**src/hdl/ttb_pkg.sv**
```systemverilog
// ----------------------------------------------------------------------------
// Triangle tangent basis package
// Shared types, constants and fixed-point helpers for the tangent basis unit.
// ----------------------------------------------------------------------------
package ttb_pkg;

    localparam int FRAC_BITS   = 16;
    localparam int DIV_STEPS   = 64 + FRAC_BITS;
    localparam int DIV_SKIP    = 33;
    localparam int DIV_CNT_W   = $clog2(DIV_STEPS + 1);
    localparam int QUEUE_DEPTH = 2;

    typedef logic signed [31:0] q_t;

    localparam q_t SAT_MAX = 32'sh7fffffff;

    typedef struct packed {
        logic signed [31:0] pos_x;
        logic signed [31:0] pos_y;
        logic signed [31:0] pos_z;
        logic signed [31:0] tex_u;
        logic signed [31:0] tex_v;
        logic signed [31:0] norm_x;
        logic signed [31:0] norm_y;
        logic signed [31:0] norm_z;
    } vertex_t;

    typedef struct packed {
        logic signed [31:0] tan_x;
        logic signed [31:0] tan_y;
        logic signed [31:0] tan_z;
        logic signed [31:0] bitan_x;
        logic signed [31:0] bitan_y;
        logic signed [31:0] bitan_z;
        logic               degenerate;
        logic               last;
    } result_t;

    // One triangle as handed from the front to the back: saturated edge and
    // UV deltas plus the three corner normals (nrm[corner][axis]).
    typedef struct packed {
        q_t [2:0]      dp1;
        q_t [2:0]      dp2;
        q_t            du1;
        q_t            dv1;
        q_t            du2;
        q_t            dv2;
        q_t [2:0][2:0] nrm;
    } tri_rec_t;

    typedef struct packed {
        logic        start;
        logic        narrow;
        logic [63:0] num;
        logic [63:0] den;
    } div_req_t;

    typedef struct packed {
        logic        done;
        logic [30:0] quo;
    } div_rsp_t;

    typedef struct packed {
        logic        start;
        logic [63:0] radicand;
    } sqrt_req_t;

    typedef struct packed {
        logic        done;
        logic [31:0] root;
    } sqrt_rsp_t;

    // Symmetric saturation to +/-(2^31-1).
    function automatic q_t sat64(input logic signed [63:0] x);
        q_t r;
        if (x > 64'sd2147483647)
            r = SAT_MAX;
        else if (x < -64'sd2147483647)
            r = -SAT_MAX;
        else
            r = x[31:0];
        return r;
    endfunction

    function automatic logic signed [63:0] ext64(input q_t v);
        return 64'(v);
    endfunction

    function automatic logic [63:0] mag64(input logic signed [63:0] x);
        logic [63:0] r;
        r = x[63] ? (~x + 64'd1) : x;
        return r;
    endfunction

endpackage

```
**src/hdl/ttb_queue.sv**
```systemverilog
// ----------------------------------------------------------------------------
// Triangle record queue
// Short register queue that decouples the front end from the back end.
// ----------------------------------------------------------------------------
module ttb_queue (
    input  logic               clk,
    input  logic               rst_n,
    input  logic               push,
    input  ttb_pkg::tri_rec_t  wr_data,
    output logic               full,
    input  logic               pop,
    output logic               valid,
    output ttb_pkg::tri_rec_t  rd_data
);
    import ttb_pkg::*;

    localparam int PTR_W = $clog2(QUEUE_DEPTH);
    localparam int CNT_W = $clog2(QUEUE_DEPTH + 1);

    tri_rec_t           entry_reg [QUEUE_DEPTH];
    logic [PTR_W-1:0]   wr_ptr_reg;
    logic [PTR_W-1:0]   rd_ptr_reg;
    logic [CNT_W-1:0]   count_reg;
    logic               do_push;
    logic               do_pop;

    assign full    = (count_reg == CNT_W'(QUEUE_DEPTH));
    assign valid   = (count_reg != '0);
    assign rd_data = entry_reg[rd_ptr_reg];
    assign do_push = push && !full;
    assign do_pop  = pop && valid;

    function automatic logic [PTR_W-1:0] bump(input logic [PTR_W-1:0] p);
        return (p == PTR_W'(QUEUE_DEPTH - 1)) ? '0 : p + PTR_W'(1);
    endfunction

    always_ff @(posedge clk or negedge rst_n)
    begin
        if (!rst_n)
        begin
            wr_ptr_reg <= '0;
            rd_ptr_reg <= '0;
            count_reg  <= '0;
        end
        else
        begin
            if (do_push)
                wr_ptr_reg <= bump(wr_ptr_reg);
            if (do_pop)
                rd_ptr_reg <= bump(rd_ptr_reg);
            if (do_push && !do_pop)
                count_reg <= count_reg + CNT_W'(1);
            else if (do_pop && !do_push)
                count_reg <= count_reg - CNT_W'(1);
        end
    end

    always_ff @(posedge clk)
    begin
        if (do_push)
            entry_reg[wr_ptr_reg] <= wr_data;
    end

endmodule

```
**config.mk**
```make
export PLATFORM = sky130hd
export DESIGN_NAME = ttb_queue
export DESIGN_NICKNAME = d
export VERILOG_FILES = /design/src/hdl/ttb_pkg.sv /design/src/hdl/ttb_queue.sv
export SDC_FILE = /design/constraint.sdc
export NUM_CORES = 1
export LEC_CHECK = 0
export BUFFER_PORTS_ARGS = -buffer_cell sky130_fd_sc_hd__buf_2
export CORE_AREA = 2 2 477 479
export CTS_BUF_LIST = sky130_fd_sc_hd__clkbuf_8
export CTS_CLUSTER_SIZE = 28
export DETAILED_ROUTE_END_ITERATION = 16
export DIE_AREA = 0 0 479 481
export PLACE_DENSITY = 0.37
export SLEW_MARGIN = 10
export SYNTH_ARGS = -nofsm -noshare
export SYNTH_HDL_FRONTEND = slang
export SYNTH_SLANG_ARGS = --single-unit
```
**constraint.sdc**
```tcl
create_clock -name clk -period 25.7 [get_ports clk]
set_input_delay 5.14 -clock clk [delete_from_list [all_inputs] [get_ports clk]]
set_output_delay 5.14 -clock clk [all_outputs]
set_load 0.005 [all_outputs]
```
Word-level counts from Yosys, hierarchy flattened
Memory sizes are Yosys's and may differ from the RTL's.
Index checks and enable logic that the tools add are counted.

storage, ports and cells
  input bits = 612
  word-level logic and storage cells = 24
  bits in writable memories = 1216
  memories kept = 1
  bits in registers = 4
  output and inout bits = 610

memories
  name       depth  bits a word  rd ports  clocked after memory_dff  write ports  line             RTL
  entry_reg  2      608          1         0                         1            ttb_queue.sv:20  tri_rec_t entry_reg [QUEUE_DEPTH];

cells by class
  reduce and logical (&&, ||, !) cells = 9
  mux-type cells = 6
  equality and inequality tests = 1
  add/sub/neg operators = 4

operators by type and width
  operator             number
  $logic_and 1x1->1    4
  $mux 1               4
  $mux 2               2
  $reduce_bool 2->1    2
  $logic_not 1->1      3
  $add 1x1->1 const B  2
  $add 2x1->2 const B  1
  $eq 2x2->1 const B   1
  $sub 2x1->2 const B  1

Depth between registers and ports, before layout
  depth in word-level cells = 7
  depth in mapped cells = 7
  depth with buffers taken out = 7

Worst setup path after synthesis
Ideal clock, no wire load.

  path type = input port to flip-flop
  start = in push
  end = mem entry_reg[0][0] (netlist bit) (enable)
  required time = 24106 ps
  buffers on the path = 0
  arrival = 30368 ps
  setup time = 1594 ps
  setup slack = -6262 ps
  stages on the path = 2
  path through = nand2_1 > nor2_1

between the ends
  word-level cells in the longest chain between the ends = 3

RTL lines
  element                       line             RTL
  from (decl)                   ttb_queue.sv:8   input logic push,
  $logic_and 1x1->1             ttb_queue.sv:30  assign do_push = push && !full;
  $mux 1                        ttb_queue.sv:60  if (do_push)
  $mux 1 (implied by the code)  ttb_queue.sv:61  entry_reg[wr_ptr_reg] <= wr_data;
  to (decl)                     ttb_queue.sv:20

No other way between the ends.

==> results.json <==
{
  "outcome": "completed",
  "reg2reg_slack_ns": 20.37,
  "busiest_layer": "met2",
  "rows": 175,
  "post_drt_wl_per_cell_microns": 23.92,
  "placed_area_sq_mm": 0.05407,
  "rsz0062_at_grt": "no",
  "seq_power_share": 0.443,
  "synth_seq_cells": 1220,
  "timing.final.crit_share": 0.4574,
  "antenna_found_initial": 144,
  "portBuffers": 1221,
  "drt_iter0_drc": 1168,
  "p_sw_w": 0.002045,
  "dp_hpwl_microns": 116500,
  "startpoint": "rd_ptr_reg$_DFFE_PN0P_",
  "syn-cell-area_sq_mm": 0.04445,
  "power.share.clock": 0.258,
  "grt_pass1_vias": 25540,
  "fin_crit_ns": 11.76,
  "yosysWarnings": 0,
  "finalNonFillerCells": 6534,
  "via_per_inst": 3.720,
  "area_delta_synth_final_pct": 30.74,
  "drive_gt1_frac": 0.6080,
  "clock-sinks": 1220,
  "clock_latency_ns": 0.91,
  "cts_resized": 0,
  "numCtsBuffers": 217,
  "die_h_microns": 481,
  "combPwrFrac": 0.300,
  "htree_levels": 4,
  "grt_pass1_wl_microns": 207500,
  "worst-setup-path-type": "register to output port",
  "post_cts.repair.setup_buffers": 0,
  "synth_area_per_cell_sq_um": 23.26,
  "fmax_ghz": 0.08507,
  "finalSetupViolCount": 0,
  "wirelength_microns": 156300,
  "crit_path_start_kind": "register",
  "p_int_w": 0.004399,
  "place_congestion": 0.8408,
  "synthDistinctLibCells": 16,
  "synth_seq_area_share": 0.8237,
  "cp_max_fo": 83,
  "stdcell_area_sq_mm": 0.05812,
  "fin_skew_ns": 0.04396,
  "tns_ns": 0,
  "hold_class": "register to register",
  "layout.nets": 3922,
  "switching_share": 0.3174,
  "die_w_microns": 479,
  "grt_max_degree": 139,
  "peakVddDrop_mv": 0.06405,
  "hold_viol_final": 0,
  "p_per_area_mw_per_mm2": 110.9,
  "ant_nets": 0,
  "p_leak_nw": 21.51,
  "syn_inst": 1911,
  "min_from": "count_reg[1]$_DFFE_PN0P_",
  "vias": 24310,
  "pin_count": 1222,
  "cp.arrival_ns": 6.62,
  "firstDrtPassIters": 5,
  "endpoint_kind": "output port",
  "drc": 0,
  "start_util": 0.1969,
  "met2_usage": 0.2124,
  "cts_tree": "done",
  "tightest_slew_ns": 1.063,
  "timing.hold.ws_ns": 0.4844,
  "slew_viol_final": 0,
  "fp.dieArea_sq_mm": 0.2304,
  "cts.root.buffer_cell": "clkbuf_8",
  "cts_hold_buf": 0,
  "required_ns": 20.56,
  "grtUsageMet1": 0.1367,
  "path_clk_slew_ns": 0.06,
  "cts_buffer_depth": 3,
  "largest_reg_flops": 1216,
  "fp.coreArea_sq_mm": 0.2257,
  "grt_usage": 0.1297,
  "r2r-start": "count_reg[0]$_DFFE_PN0P_",
  "maxCapViolations": 0,
  "max_slew_margin": 0.2911,
  "dp.cells": 6099,
  "synth_fp_nets": 2524,
  "grtUsageMet3": 0.07920,
  "grt-ovfl-total": 0
}
cell usage after synthesis (all sizes together):
cell type | count | area share
ha | 1 | 0.00028
and3 | 1 | 0.00014
xor2 | 2 | 0.00039
mux2 | 608 | 0.16
xnor2 | 3 | 0.00059
edfxtp | 1216 | 0.82
or2 | 1 | 0.00014
nand2 | 2 | 0.00017
buf | 68 | 0.012
nor2 | 2 | 0.00017
nand2b | 1 | 0.00014
dfrtp | 4 | 0.0023
inv | 2 | 0.00017
cell usage in the layout (no fill, tap or decap), drive strengths merged:
| master | count |
|---|---|
| and3 | 1 |
| buf | 1247 |
| bufinv | 3 |
| clkbuf | 221 |
| clkinv | 66 |
| clkinvlp | 4 |
| dfrtp | 4 |
| diode | 38 |
| edfxtp | 1216 |
| ha | 1 |
| inv | 105 |
| mux2 | 608 |
| nand2 | 2 |
| nand2b | 1 |
| nor2 | 2 |
| or2 | 1 |
| xnor2 | 3 |
| xor2 | 2 |
area by class of cell:
cell class | count | area [sq um]
timing repair buffer | 1247 | 6356
multi-input combinational | 621 | 7325
inverter | 2 | 7.507
antenna | 38 | 95.09
clock buffer | 221 | 3042
clock inverter | 176 | 908.4
tap | 3009 | 3765
sequential | 1220 | 36620
fill | 23390 | 167600
cells by family after synthesis:
group,after synthesis,synth area share
xor gates and xnor gates,5,0.0009853
adders and majority gates,1,0.0002814
buffers and inverters,70,0.01182
DFF,1220,0.8237
muxes,608,0.1625
and+or+nand+nor,7,0.0007604
worst paths after layout:
path,cells past startpoint,endpoint
setup / recovery,7,rd_data[598]
hold / removal,1,count_reg[1]$_DFFE_PN0P_
setup reg to reg,6,entry_reg[1][276]$_DFFE_PP_
hold reg to reg,1,count_reg[1]$_DFFE_PN0P_
max in group asynchronous,1,rd_ptr_reg$_DFFE_PN0P_
min in group asynchronous,1,wr_ptr_reg$_DFFE_PN0N_
per-layer routing:
metal  wire length [microns]  vias to the layer above
met4                    4587                      140
met1                   56580                    12000
met2                   74110                     1186
met5                     862                        -
met3                   20150                      407
li1                        -                    10570
per-stage QoR:
stage | worst slack (ns) | utilization | total power, W
after floorplan | 4.072 | - | 0.004206
after global placement | 14.76 | 0.2395 | 0.004920
after detailed placement | 14.70 | 0.2395 | 0.004908
after CTS | 13.57 | 0.2570 | 0.006622
after global routing | 13.36 | 0.2571 | 0.006810
final | 13.94 | 0.2574 | 0.006445
worst max-delay path: stages, from the launching register on:
cell and delay [ns]:
dfrtp_4 0.95, buf_4 0.81, buf_4 0.77, buf_4 0.63
buf_4 0.80, buf_4 0.90, mux2_2 0.43, buf_2 0.13
power by group through the flow:
| stage | clock (W) | sequential (W) | combinational, W |
|---|---|---|---|
| CTS | 0.00174 | 0.00286 | 0.00202 |
| detailed placement | 0 | 0.00290 | 0.00201 |
| global route | 0.00183 | 0.00289 | 0.00209 |
| floorplan | 0 | 0.00315 | 0.00106 |
| finish | 0.00166 | 0.00285 | 0.00193 |
| global placement | 0 | 0.00290 | 0.00202 |
Note: power is estimated with default switching activity, not from simulation.
