<file path="src/hdl/ttb_pkg.sv">
// ----------------------------------------------------------------------------
// Triangle tangent basis package
// Shared types, constants and fixed-point helpers for the tangent basis unit.
// ----------------------------------------------------------------------------
package ttb_pkg;

    localparam int FRAC_BITS   = 16;
    localparam int DIV_STEPS   = 64 + FRAC_BITS;
    localparam int DIV_SKIP    = 33;
    localparam int DIV_CNT_W   = $clog2(DIV_STEPS + 1);
    localparam int QUEUE_DEPTH = 2;

    typedef logic signed [31:0] q_t;

    localparam q_t SAT_MAX = 32'sh7fffffff;

    typedef struct packed {
        logic signed [31:0] pos_x;
        logic signed [31:0] pos_y;
        logic signed [31:0] pos_z;
        logic signed [31:0] tex_u;
        logic signed [31:0] tex_v;
        logic signed [31:0] norm_x;
        logic signed [31:0] norm_y;
        logic signed [31:0] norm_z;
    } vertex_t;

    typedef struct packed {
        logic signed [31:0] tan_x;
        logic signed [31:0] tan_y;
        logic signed [31:0] tan_z;
        logic signed [31:0] bitan_x;
        logic signed [31:0] bitan_y;
        logic signed [31:0] bitan_z;
        logic               degenerate;
        logic               last;
    } result_t;

    // One triangle as handed from the front to the back: saturated edge and
    // UV deltas plus the three corner normals (nrm[corner][axis]).
    typedef struct packed {
        q_t [2:0]      dp1;
        q_t [2:0]      dp2;
        q_t            du1;
        q_t            dv1;
        q_t            du2;
        q_t            dv2;
        q_t [2:0][2:0] nrm;
    } tri_rec_t;

    typedef struct packed {
        logic        start;
        logic        narrow;
        logic [63:0] num;
        logic [63:0] den;
    } div_req_t;

    typedef struct packed {
        logic        done;
        logic [30:0] quo;
    } div_rsp_t;

    typedef struct packed {
        logic        start;
        logic [63:0] radicand;
    } sqrt_req_t;

    typedef struct packed {
        logic        done;
        logic [31:0] root;
    } sqrt_rsp_t;

    // Symmetric saturation to +/-(2^31-1).
    function automatic q_t sat64(input logic signed [63:0] x);
        q_t r;
        if (x > 64'sd2147483647)
            r = SAT_MAX;
        else if (x < -64'sd2147483647)
            r = -SAT_MAX;
        else
            r = x[31:0];
        return r;
    endfunction

    function automatic logic signed [63:0] ext64(input q_t v);
        return 64'(v);
    endfunction

    function automatic logic [63:0] mag64(input logic signed [63:0] x);
        logic [63:0] r;
        r = x[63] ? (~x + 64'd1) : x;
        return r;
    endfunction

endpackage

</file>
<file path="src/hdl/ttb_front.sv">
// ----------------------------------------------------------------------------
// Triangle tangent basis front end
// Holds the first two corners of each triangle and, on the third, forms the
// saturated edge and UV deltas and pushes one triangle record to the queue.
// ----------------------------------------------------------------------------
module ttb_front (
    input  logic               clk,
    input  logic               rst_n,
    input  logic               vtx_valid,
    output logic               vtx_stall,
    input  ttb_pkg::vertex_t   vtx,
    input  logic               q_full,
    output logic               push,
    output ttb_pkg::tri_rec_t  push_rec
);
    import ttb_pkg::*;

    typedef enum logic [2:0] {
        CORNER0 = 3'b001,
        CORNER1 = 3'b010,
        CORNER2 = 3'b100
    } corner_t;

    corner_t phase_reg, phase_next;
    q_t      pos_reg [2][3];
    q_t      tex_reg [2][2];
    q_t      nrm_reg [2][3];
    logic    accept;
    logic    slot;
    q_t      vpos [3];
    q_t      vnrm [3];

    assign vtx_stall = (phase_reg == CORNER2) && q_full;
    assign accept    = vtx_valid && !vtx_stall;
    assign slot      = (phase_reg == CORNER1);

    always_comb
    begin
        vpos[0] = vtx.pos_x;
        vpos[1] = vtx.pos_y;
        vpos[2] = vtx.pos_z;
        vnrm[0] = vtx.norm_x;
        vnrm[1] = vtx.norm_y;
        vnrm[2] = vtx.norm_z;
    end

    always_comb
    begin
        phase_next = phase_reg;
        push       = 1'b0;
        unique case (phase_reg)
            CORNER0: if (accept) phase_next = CORNER1;
            CORNER1: if (accept) phase_next = CORNER2;
            CORNER2:
            begin
                if (accept)
                begin
                    phase_next = CORNER0;
                    push       = 1'b1;
                end
            end
            default: phase_next = CORNER0;
        endcase
    end

    always_comb
    begin
        for (int i = 0; i < 3; i++)
        begin
            push_rec.dp1[i]    = sat64(ext64(pos_reg[1][i]) - ext64(pos_reg[0][i]));
            push_rec.dp2[i]    = sat64(ext64(vpos[i]) - ext64(pos_reg[0][i]));
            push_rec.nrm[0][i] = nrm_reg[0][i];
            push_rec.nrm[1][i] = nrm_reg[1][i];
            push_rec.nrm[2][i] = vnrm[i];
        end
        push_rec.du1 = sat64(ext64(tex_reg[1][0]) - ext64(tex_reg[0][0]));
        push_rec.dv1 = sat64(ext64(tex_reg[1][1]) - ext64(tex_reg[0][1]));
        push_rec.du2 = sat64(ext64(vtx.tex_u) - ext64(tex_reg[0][0]));
        push_rec.dv2 = sat64(ext64(vtx.tex_v) - ext64(tex_reg[0][1]));
    end

    always_ff @(posedge clk or negedge rst_n)
    begin
        if (!rst_n)
            phase_reg <= CORNER0;
        else
            phase_reg <= phase_next;
    end

    always_ff @(posedge clk)
    begin
        if (accept && (phase_reg != CORNER2))
        begin
            for (int i = 0; i < 3; i++)
            begin
                pos_reg[slot][i] <= vpos[i];
                nrm_reg[slot][i] <= vnrm[i];
            end
            tex_reg[slot][0] <= vtx.tex_u;
            tex_reg[slot][1] <= vtx.tex_v;
        end
    end

endmodule

</file>
<file path="config.mk">
export PLATFORM = sky130hd
export DESIGN_NAME = ttb_front
export DESIGN_NICKNAME = d
export VERILOG_FILES = /design/src/hdl/ttb_pkg.sv /design/src/hdl/ttb_front.sv
export SDC_FILE = /design/constraint.sdc
export NUM_CORES = 1
export LEC_CHECK = 0
export BUFFER_PORTS_ARGS = -buffer_cell sky130_fd_sc_hd__buf_2
export CORE_AREA = 2 2 334 336
export DETAILED_ROUTE_END_ITERATION = 10
export DIE_AREA = 0 0 336 338
export PLACE_DENSITY = 0.64
export SLEW_MARGIN = 20
export SYNTH_ARGS = -nofsm -noshare
export SYNTH_HDL_FRONTEND = slang
export SYNTH_SLANG_ARGS = --single-unit
</file>
<file path="constraint.sdc">
create_clock -name clk -period 13.8 [get_ports clk]
set_input_delay 3.45 -clock clk [delete_from_list [all_inputs] [get_ports clk]]
set_output_delay 3.45 -clock clk [all_outputs]
set_load 0.02 [all_outputs]
</file>
* Word level (Yosys, flattened, before mapping)
Memory sizes are Yosys's and may differ from the RTL's.
Index checks and enable logic that the tools add are counted.
** Word-level totals
- Bits of input ports :: 260
- Bits in writable memories :: 512
- Memories kept :: 3
- Flip-flop bits (word level) :: 3
- Output and inout bits :: 610
- Logic and storage cells :: 74
** Memory list
- nrm_reg :: words 2, width 96, read ports 2, clocked after memory_dff 0, wr ports 1, line ttb_front.sv:27 : q_t nrm_reg [2][3];
- pos_reg :: words 2, width 96, read ports 2, clocked after memory_dff 0, wr ports 1, line ttb_front.sv:25 : q_t pos_reg [2][3];
- tex_reg :: words 2, width 64, read ports 2, clocked after memory_dff 0, wr ports 1, line ttb_front.sv:26 : q_t tex_reg [2][2];
** Cells by class
- Order comparisons :: 20
- Mux-type cells :: 28
- Eq/ne operators :: 7
- Reduce and logical (&&, ||, !) cells :: 5
- Add/subtract/negate cells :: 10
** Operator list (number)
- 32-bit two-way mux :: 20
- 33-bit by 32-bit > comparator with 1-bit output, second input constant :: 10
- 33-bit by 32-bit < comparator with 1-bit output, second input constant :: 10
- 32-bit by 32-bit subtractor with 33-bit output :: 10
- 3-bit two-way mux :: 3
- 3-bit case mux with 3 select lines :: 1
- 2-bit != test, second input constant :: 3
- 1-bit two-way mux :: 4
- 3-bit by 1-bit == test with 1-bit output, second input constant :: 1
- 3-bit by 2-bit == test with 1-bit output, second input constant :: 1
- 3-bit == test, second input constant :: 1
- 1-bit logical AND :: 3
- 3-bit != test, second input constant :: 1
- 3-bit AND reduction :: 1
- 1-bit zero test :: 1

* Longest topological paths before layout
Gate-level depths: netlist of run 1.
- Depth in word-level cells :: 7
- Mapped depth :: 16
- Depth with buffers taken out :: 15

* Least setup slack after synthesis of run 1
Ideal clock, no wire load.
- Path type :: input -> register
- Start :: in vtx_valid
- End :: mem nrm_reg[1][0] (netlist bit) (enable)
- Setup time :: 877 ps
- Stages on the path :: 3
- Path buffers :: 0
- Data required time :: 12923 ps
- Path slack :: -1469 ps
- Data arrival time :: 14392 ps
- Path through :: nand2b_1 or2_2 nor2_1
** Between the ends
- Longest elaborated chain between the ends :: 4
** Ends and longest elaborated chain
- start: declaration :: line ttb_front.sv:9 : input logic vtx_valid,
- 1-bit logical AND :: line ttb_front.sv:34 : assign accept = vtx_valid && !vtx_stall;
- 1-bit logical AND :: line ttb_front.sv:92 : if (accept && (phase_reg != CORNER2))
- 1-bit two-way mux :: line ttb_front.sv:92
- 1-bit two-way mux (implied by the code) :: line ttb_front.sv:97 : nrm_reg[slot][i] <= vnrm[i];
- end: declaration :: line ttb_front.sv:27
No other way between the ends.

==> impl_metrics.toml, run 1 <==
[critical_path]
setup.worst_path.start_class = "primary input"
worstPathRequired_ns = 10.35
crit_type = "primary input to output port"
cp_max_fo = 3
end_kind = "output port"
arrival_ns = 8.35

[synthesis]
synth_area_leaders = "edfxtp_1 40%, ha_1 10%, maj3_1 6.0%"
ys.flop_type = "edfxtp_1"
yosys.area.top_type = "edfxtp_1"
ys_ff_latch = 515
synth_nets = 4437
syn_area_sq_um = 38200
seq_area_frac_synth = 0.404
yosys_warnings = 0
synth_top_area_frac = 0.402
ys_types = 84
synth_edf_count = 512
async_reset_ff_frac = 0.00583
syn_area_per_cell_sq_um = 9.93
syn_inst = 3847

[timing]
hold_slack_ns = 0.556
fin_crit_ns = 11.80
tns_ns = 0
fin_ws_ns = 2.00
setup_viol = 0
final_max_slew_viol_count = 0
rsz0062_at_grt = "no"
finalClockSkew_ns = 0.0328
max_slew.worst_pin.slew_ns = 1.06
fmaxAchievable_ghz = 0.0848
period_share = 0.855
timing.slew.headroom = 0.290
finalHoldViolations = 0

[floorplanning]
row_count = 122
start_util = 0.347
dieHeight_um = 338
dieArea_sq_um = 114000
ioPinCount = 870
core_sq_um = 110000
die_w_um = 336

[global_route]
grt_max_degree = 129
grt_pass1_vias = 31200
grt_pass1_wl_um = 191000
grt.total_usage = 0.221
antenna_found_initial = 46
overflow = 0

[cts]
clkSlewWorstSetupHoldPaths_ns = 0.05
cts_tree = "built"
numCtsBuffers = 67
cts_setup_buffers = 0
clk_path_buf_depth = 3
insertion_delay_ns = 0.64
cts.sinks = 515
post_cts_resized = 0
clockRootBuffer = "clkbuf_16"
hold_buffers = 0
htreeDepth = 3

[power]
ir_drop_mv = 0.151
combinationalPowerShare = 0.580
leakage_nw = 19.1
swShare = 0.473
clkPwrFrac = 0.194
p_switching_w = 0.00432
seqPwrFrac = 0.227
power-per-cell-area_nw_per_um2 = 199
total_power_w = 0.00914
p_int_w = 0.00482

[detailed_routing]
post_drt_wl_per_cell_um = 21.5
viasPerCell = 5.40
ant_nets = 0
remaining_drc_errors = 0
drtIter0Drc = 2563
drt_pass1_iterations = 6
routed_wl_um = 132000
routed-via-count = 33200

[job]
maxCapViolations = 0

[worst_hold_path]
hp-class = "flip-flop to flip-flop"

[run_status]
status = "finished, final reports clean"

[cells_and_area]
final_cell_mix = "869 x buf_2, 512 x edfxtp_1, 347 x a21oi_1, 320 x ha_1, 272 x inv_1"
area_delta_synth_final_pct = 20.0
drive_gt1_frac = 0.229
final_common_cell = "buf_2"
final_nets = 5182

[place]
port_buffers = 869
gp_congestion = 0.957
dp_worst_setup_slack_ns = 2.10
dp_hpwl_um = 107000
Yosys cell counts, types with 11 or more instances:
cell       count
a2111oi_0     17
a211o_1       13
a211oi_1      37
a21boi_0      13
a21o_1       111
a21oi_1      349
a311oi_1      11
a31oi_1       35
and2_1        24
and3_1        41
and4_1        12
buf_4         96
clkbuf_1     124
edfxtp_1     512
ha_1         320
inv_1        272
maj3_1       230
mux2i_1       11
nand2_1      221
nand2b_1      36
nand3_1       74
nand4_1       55
nand4b_1      12
nor2_1       241
nor2b_1       45
nor3_1        64
nor3b_1       14
nor4_1        28
o211ai_1      28
o21a_1        58
o21ai_0      186
o21bai_1      30
o31a_1        23
o31ai_1       19
or2_2         17
or3_1         27
or4_1         14
xnor2_1      158
xor2_1        82
power groups by stage:
stage	Clock, W	Sequential (W)	Combinational [W]
after floorplan	0	0.00226	0.00341
after global placement	0	0.00210	0.00523
after detailed placement	0	0.00210	0.00525
after CTS	0.00182	0.00207	0.00528
after global routing	0.00187	0.00209	0.00569
final	0.00177	0.00207	0.00530
worst paths after layout:
path / startpoint / to / slack [ns] / depth (start not counted)
worst max register to register: phase_reg[2]$_DFFE_PN0P_ / pos_reg[1][11]$_DFFE_PP_ / 10.22 / 5
max in group asynchronous: rst_n / phase_reg[0]$_DFFE_PN1P_ / 11.01 / 1
min in group asynchronous: rst_n / phase_reg[2]$_DFFE_PN0P_ / 2.59 / 1
worst min register to register: phase_reg[2]$_DFFE_PN0P_ / phase_reg[1]$_DFFE_PN0P_ / 0.56 / 1
worst max-delay path: vtx[224] / push_rec[416] / 2.00 / 16
worst min-delay path: phase_reg[2]$_DFFE_PN0P_ / phase_reg[1]$_DFFE_PN0P_ / 0.56 / 1
critical path: stages:
cell and delay [ns]:
buf_2 0.10, inv_1 0.05, ha_1 0.22, fa_1 0.40
nor2b_1 0.25, o2111ai_1 0.17, nand3_1 0.13, xnor2_1 0.14
or4b_1 0.48, or4b_1 0.54, or4_1 0.49, or4_1 0.41
or4b_1 0.50, or4_1 0.53, o31ai_2 0.25, buf_2 0.23
kinds of logic (layout without fill, tap and decap cells):
group,Yosys count,count (layout),synth area share
AOI/OAI and AO/OA,1049,1049,0.178
and+or+nand+nor,976,976,0.131
adders and majority gates,560,560,0.170
DFF,515,515,0.404
buffers and inverters,494,1286,0.0580
xor gates and xnor gates,240,240,0.0550
muxes,13,13,0.00347
other,0,19,0
stage by stage:
step / instance area, sq um / instances / util
floorplan: 38200 / 3847 / -
global placement: 43600 / 6011 / 0.396
detailed placement: 43600 / 6011 / 0.396
CTS: 45800 / 6127 / 0.416
global route: 45800 / 6138 / 0.417
finish: 45900 / 6146 / 0.417
metal layers:
metal	vias up	GRT usage	share of wire
li1	15800	-	-
met1	15800	0.295	0.44
met2	1312	0.352	0.45
met3	249	0.0495	0.074
met4	22	0.0740	0.034
met5	-	0	0.0010
cell type report:
cell class / count / area (sq um)
fillers: 10800 / 64200
multi-input cells: 2838 / 20700
flip-flops and latches: 515 / 15500
repair buffers: 898 / 4590
well taps: 1488 / 1860
clock buffers: 75 / 1710
inverters: 272 / 1020
clock inverters: 41 / 517
diodes: 19 / 47.5
(Power assumes the default switching activity.)
==> run 2: changes to the inputs <==
- CORE_AREA: 2 2 334 336 -> 2 2 343 345
- DIE_AREA: 0 0 336 338 -> 0 0 345 347
- PLACE_DENSITY: 0.64 -> 0.62
- clock period: 13.8 -> 13.6 ns (I/O delays scaled with it)
==> run 2 against run 1 <==
  * Register-to-register slack got worse by 0.22 ns
  * Routed wire length up 1.4%
  * Global-route usage decreased by 0.76 points
  * Core utilization down 2.2 points
  * Clock skew up 0.019 ns
  * Combinational power increased by 2%
  * Via count is 0.99% lower
  * Count of clock-buffer cells in the layout down 5
  * Sequential share of layout area up 0.17 points
  * Die area rose by 5.4%
  * Critical path type unchanged
  * Highest routed layer unchanged
==> impl_metrics.toml, run 2 (synthesis results as in run 1) <==
[cells_and_area]
final_nets = 5181
final_cells = 6178
area_delta_synth_final_pct = 19.4
final_common_cell = "buf_2"
finish.utilization = 0.394
n_fill_cell = 11600
drive_gt1_frac = 0.228
final_cell_mix = "869 x buf_2, 512 x edfxtp_1, 347 x a21oi_1, 320 x ha_1, 272 x inv_1"

[floorplanning]
start_util = 0.330
dieHeight_um = 347
ioPinCount = 870
die_w_um = 345
dieArea_sq_um = 120000
core_sq_um = 116000
row_count = 125

[timing]
tns_ns = 0
finalClockSkew_ns = 0.0523
period_share = 0.844
fmaxAchievable_ghz = 0.0871
timing.slew.headroom = 0.254
rsz0062_at_grt = "no"
max_slew.worst_pin.slew_ns = 1.11
finalHoldViolations = 0
fin_crit_ns = 11.48
final_max_slew_viol_count = 0
setup_viol = 0

[cts]
cts.sinks = 515
numCtsBuffers = 60
hold_buffers = 0
clk_path_buf_depth = 3
insertion_delay_ns = 0.70
htreeDepth = 2
cts_setup_buffers = 0
clockRootBuffer = "clkbuf_16"
clkSlewWorstSetupHoldPaths_ns = 0.06
cts_tree = "built"
post_cts_resized = 0

[global_route]
grt_max_degree = 124
grt.total_usage = 0.213
antenna_found_initial = 40
grt_pass1_wl_um = 197000
overflow = 0
grt_pass1_vias = 31400

[critical_path]
worstPathRequired_ns = 10.20
crit_type = "primary input to output port"
arrival_ns = 8.08
cp_max_fo = 3
end_kind = "output port"
r2r_slack_ns = 10.00
setup.worst_path.start_class = "primary input"

[detailed_routing]
remaining_drc_errors = 0
routed-wl-met3_um = 9490
wl_met2_um = 61300
wl_met1_um = 58900
drt_pass1_iterations = 5
post_drt_wl_per_cell_um = 21.7
routed_wl_um = 134000
ant_nets = 0
routed-via-count = 32900
viasPerCell = 5.32
highest_layer = "met5"
drtIter0Drc = 2558

[place]
placedCellCount = 6053
dp_hpwl_um = 110000
gp_congestion = 0.952
port_buffers = 869

[power]
leakage_nw = 19.0
power-per-cell-area_nw_per_um2 = 201
ir_drop_mv = 0.131

[run_status]
status = "finished, final reports clean"

[job]
maxCapViolations = 0

[worst_hold_path]
hp-class = "flip-flop to flip-flop"
-- run 2: cell types whose count changed in the layout (fill, tap and decap cells not counted), sizes merged --
cell / previous run / this run
clkinv: 29 / 25
buf: 898 / 904
diode: 19 / 14
bufinv: 7 / 6
clkbuf: 75 / 70
inv: 275 / 277
clkinvlp: 2 / 5
-- run 2: stage by stage --
step	worst slack [ns]	total power [W]	instance area [sq um]	hold WS, ns
2_1_floorplan	2.56	0.00575	38200	0.486
3_3_place_gp	2.10	0.00749	43700	0.538
3_5_place_dp	2.10	0.00752	43700	0.546
4_1_cts	2.07	0.00919	45600	0.554
5_1_grt	1.83	0.00965	45600	0.588
6_report	2.12	0.00915	45600	0.555
-- run 2: critical path, cell delays in order --
cell and delay [ns]:
buf_2 0.10, inv_1 0.04, ha_1 0.23, fa_1 0.41
nor2b_1 0.22, o2111ai_1 0.16, nand3_1 0.13, xnor2_1 0.15
or4b_1 0.46, or4b_1 0.52, or4_1 0.45, or4_1 0.41
or4b_1 0.49, or4_1 0.52, o31ai_2 0.18, buf_2 0.21
-- run 2: final cells by class --
| cell class | count | area, sq um | area share |
|---|---|---|---|
| Tap cell | 1524 | 1910 | 0.0418 |
| Sequential cell | 515 | 15500 | 0.339 |
| Multi-Input combinational cell | 2838 | 20700 | 0.453 |
| Clock inverter | 41 | 402 | 0.00880 |
| Inverter | 272 | 1020 | 0.0224 |
| Timing Repair Buffer | 904 | 4620 | 0.101 |
| Antenna cell | 14 | 35.0 | 0.000768 |
| Clock buffer | 70 | 1540 | 0.0337 |
-- run 2: final timing paths --
kind | start | endpoint | cells past startpoint
max in group asynchronous | rst_n | phase_reg[0]$_DFFE_PN1P_ | 1
hold reg to reg | phase_reg[2]$_DFFE_PN0P_ | phase_reg[1]$_DFFE_PN0P_ | 1
setup reg to reg | phase_reg[2]$_DFFE_PN0P_ | tex_reg[1][32]$_DFFE_PP_ | 5
hold / removal | phase_reg[2]$_DFFE_PN0P_ | phase_reg[1]$_DFFE_PN0P_ | 1
setup / recovery | vtx[224] | push_rec[416] | 16
min in group asynchronous | rst_n | phase_reg[1]$_DFFE_PN0P_ | 1
-- run 2: power breakdown --
part	switching [W]	internal [W]	leakage (nW)
combinational	0.00360	0.00181	13.2
clock	0.000712	0.000925	0.935
sequential	0.0000625	0.00204	4.84
-- run 2: per-layer routing --
layer  GRT usage  vias up
met3      0.0421      215
met5           0        -
li1            -    15800
met2       0.350     1233
met4      0.0615       24
met1       0.284    15500
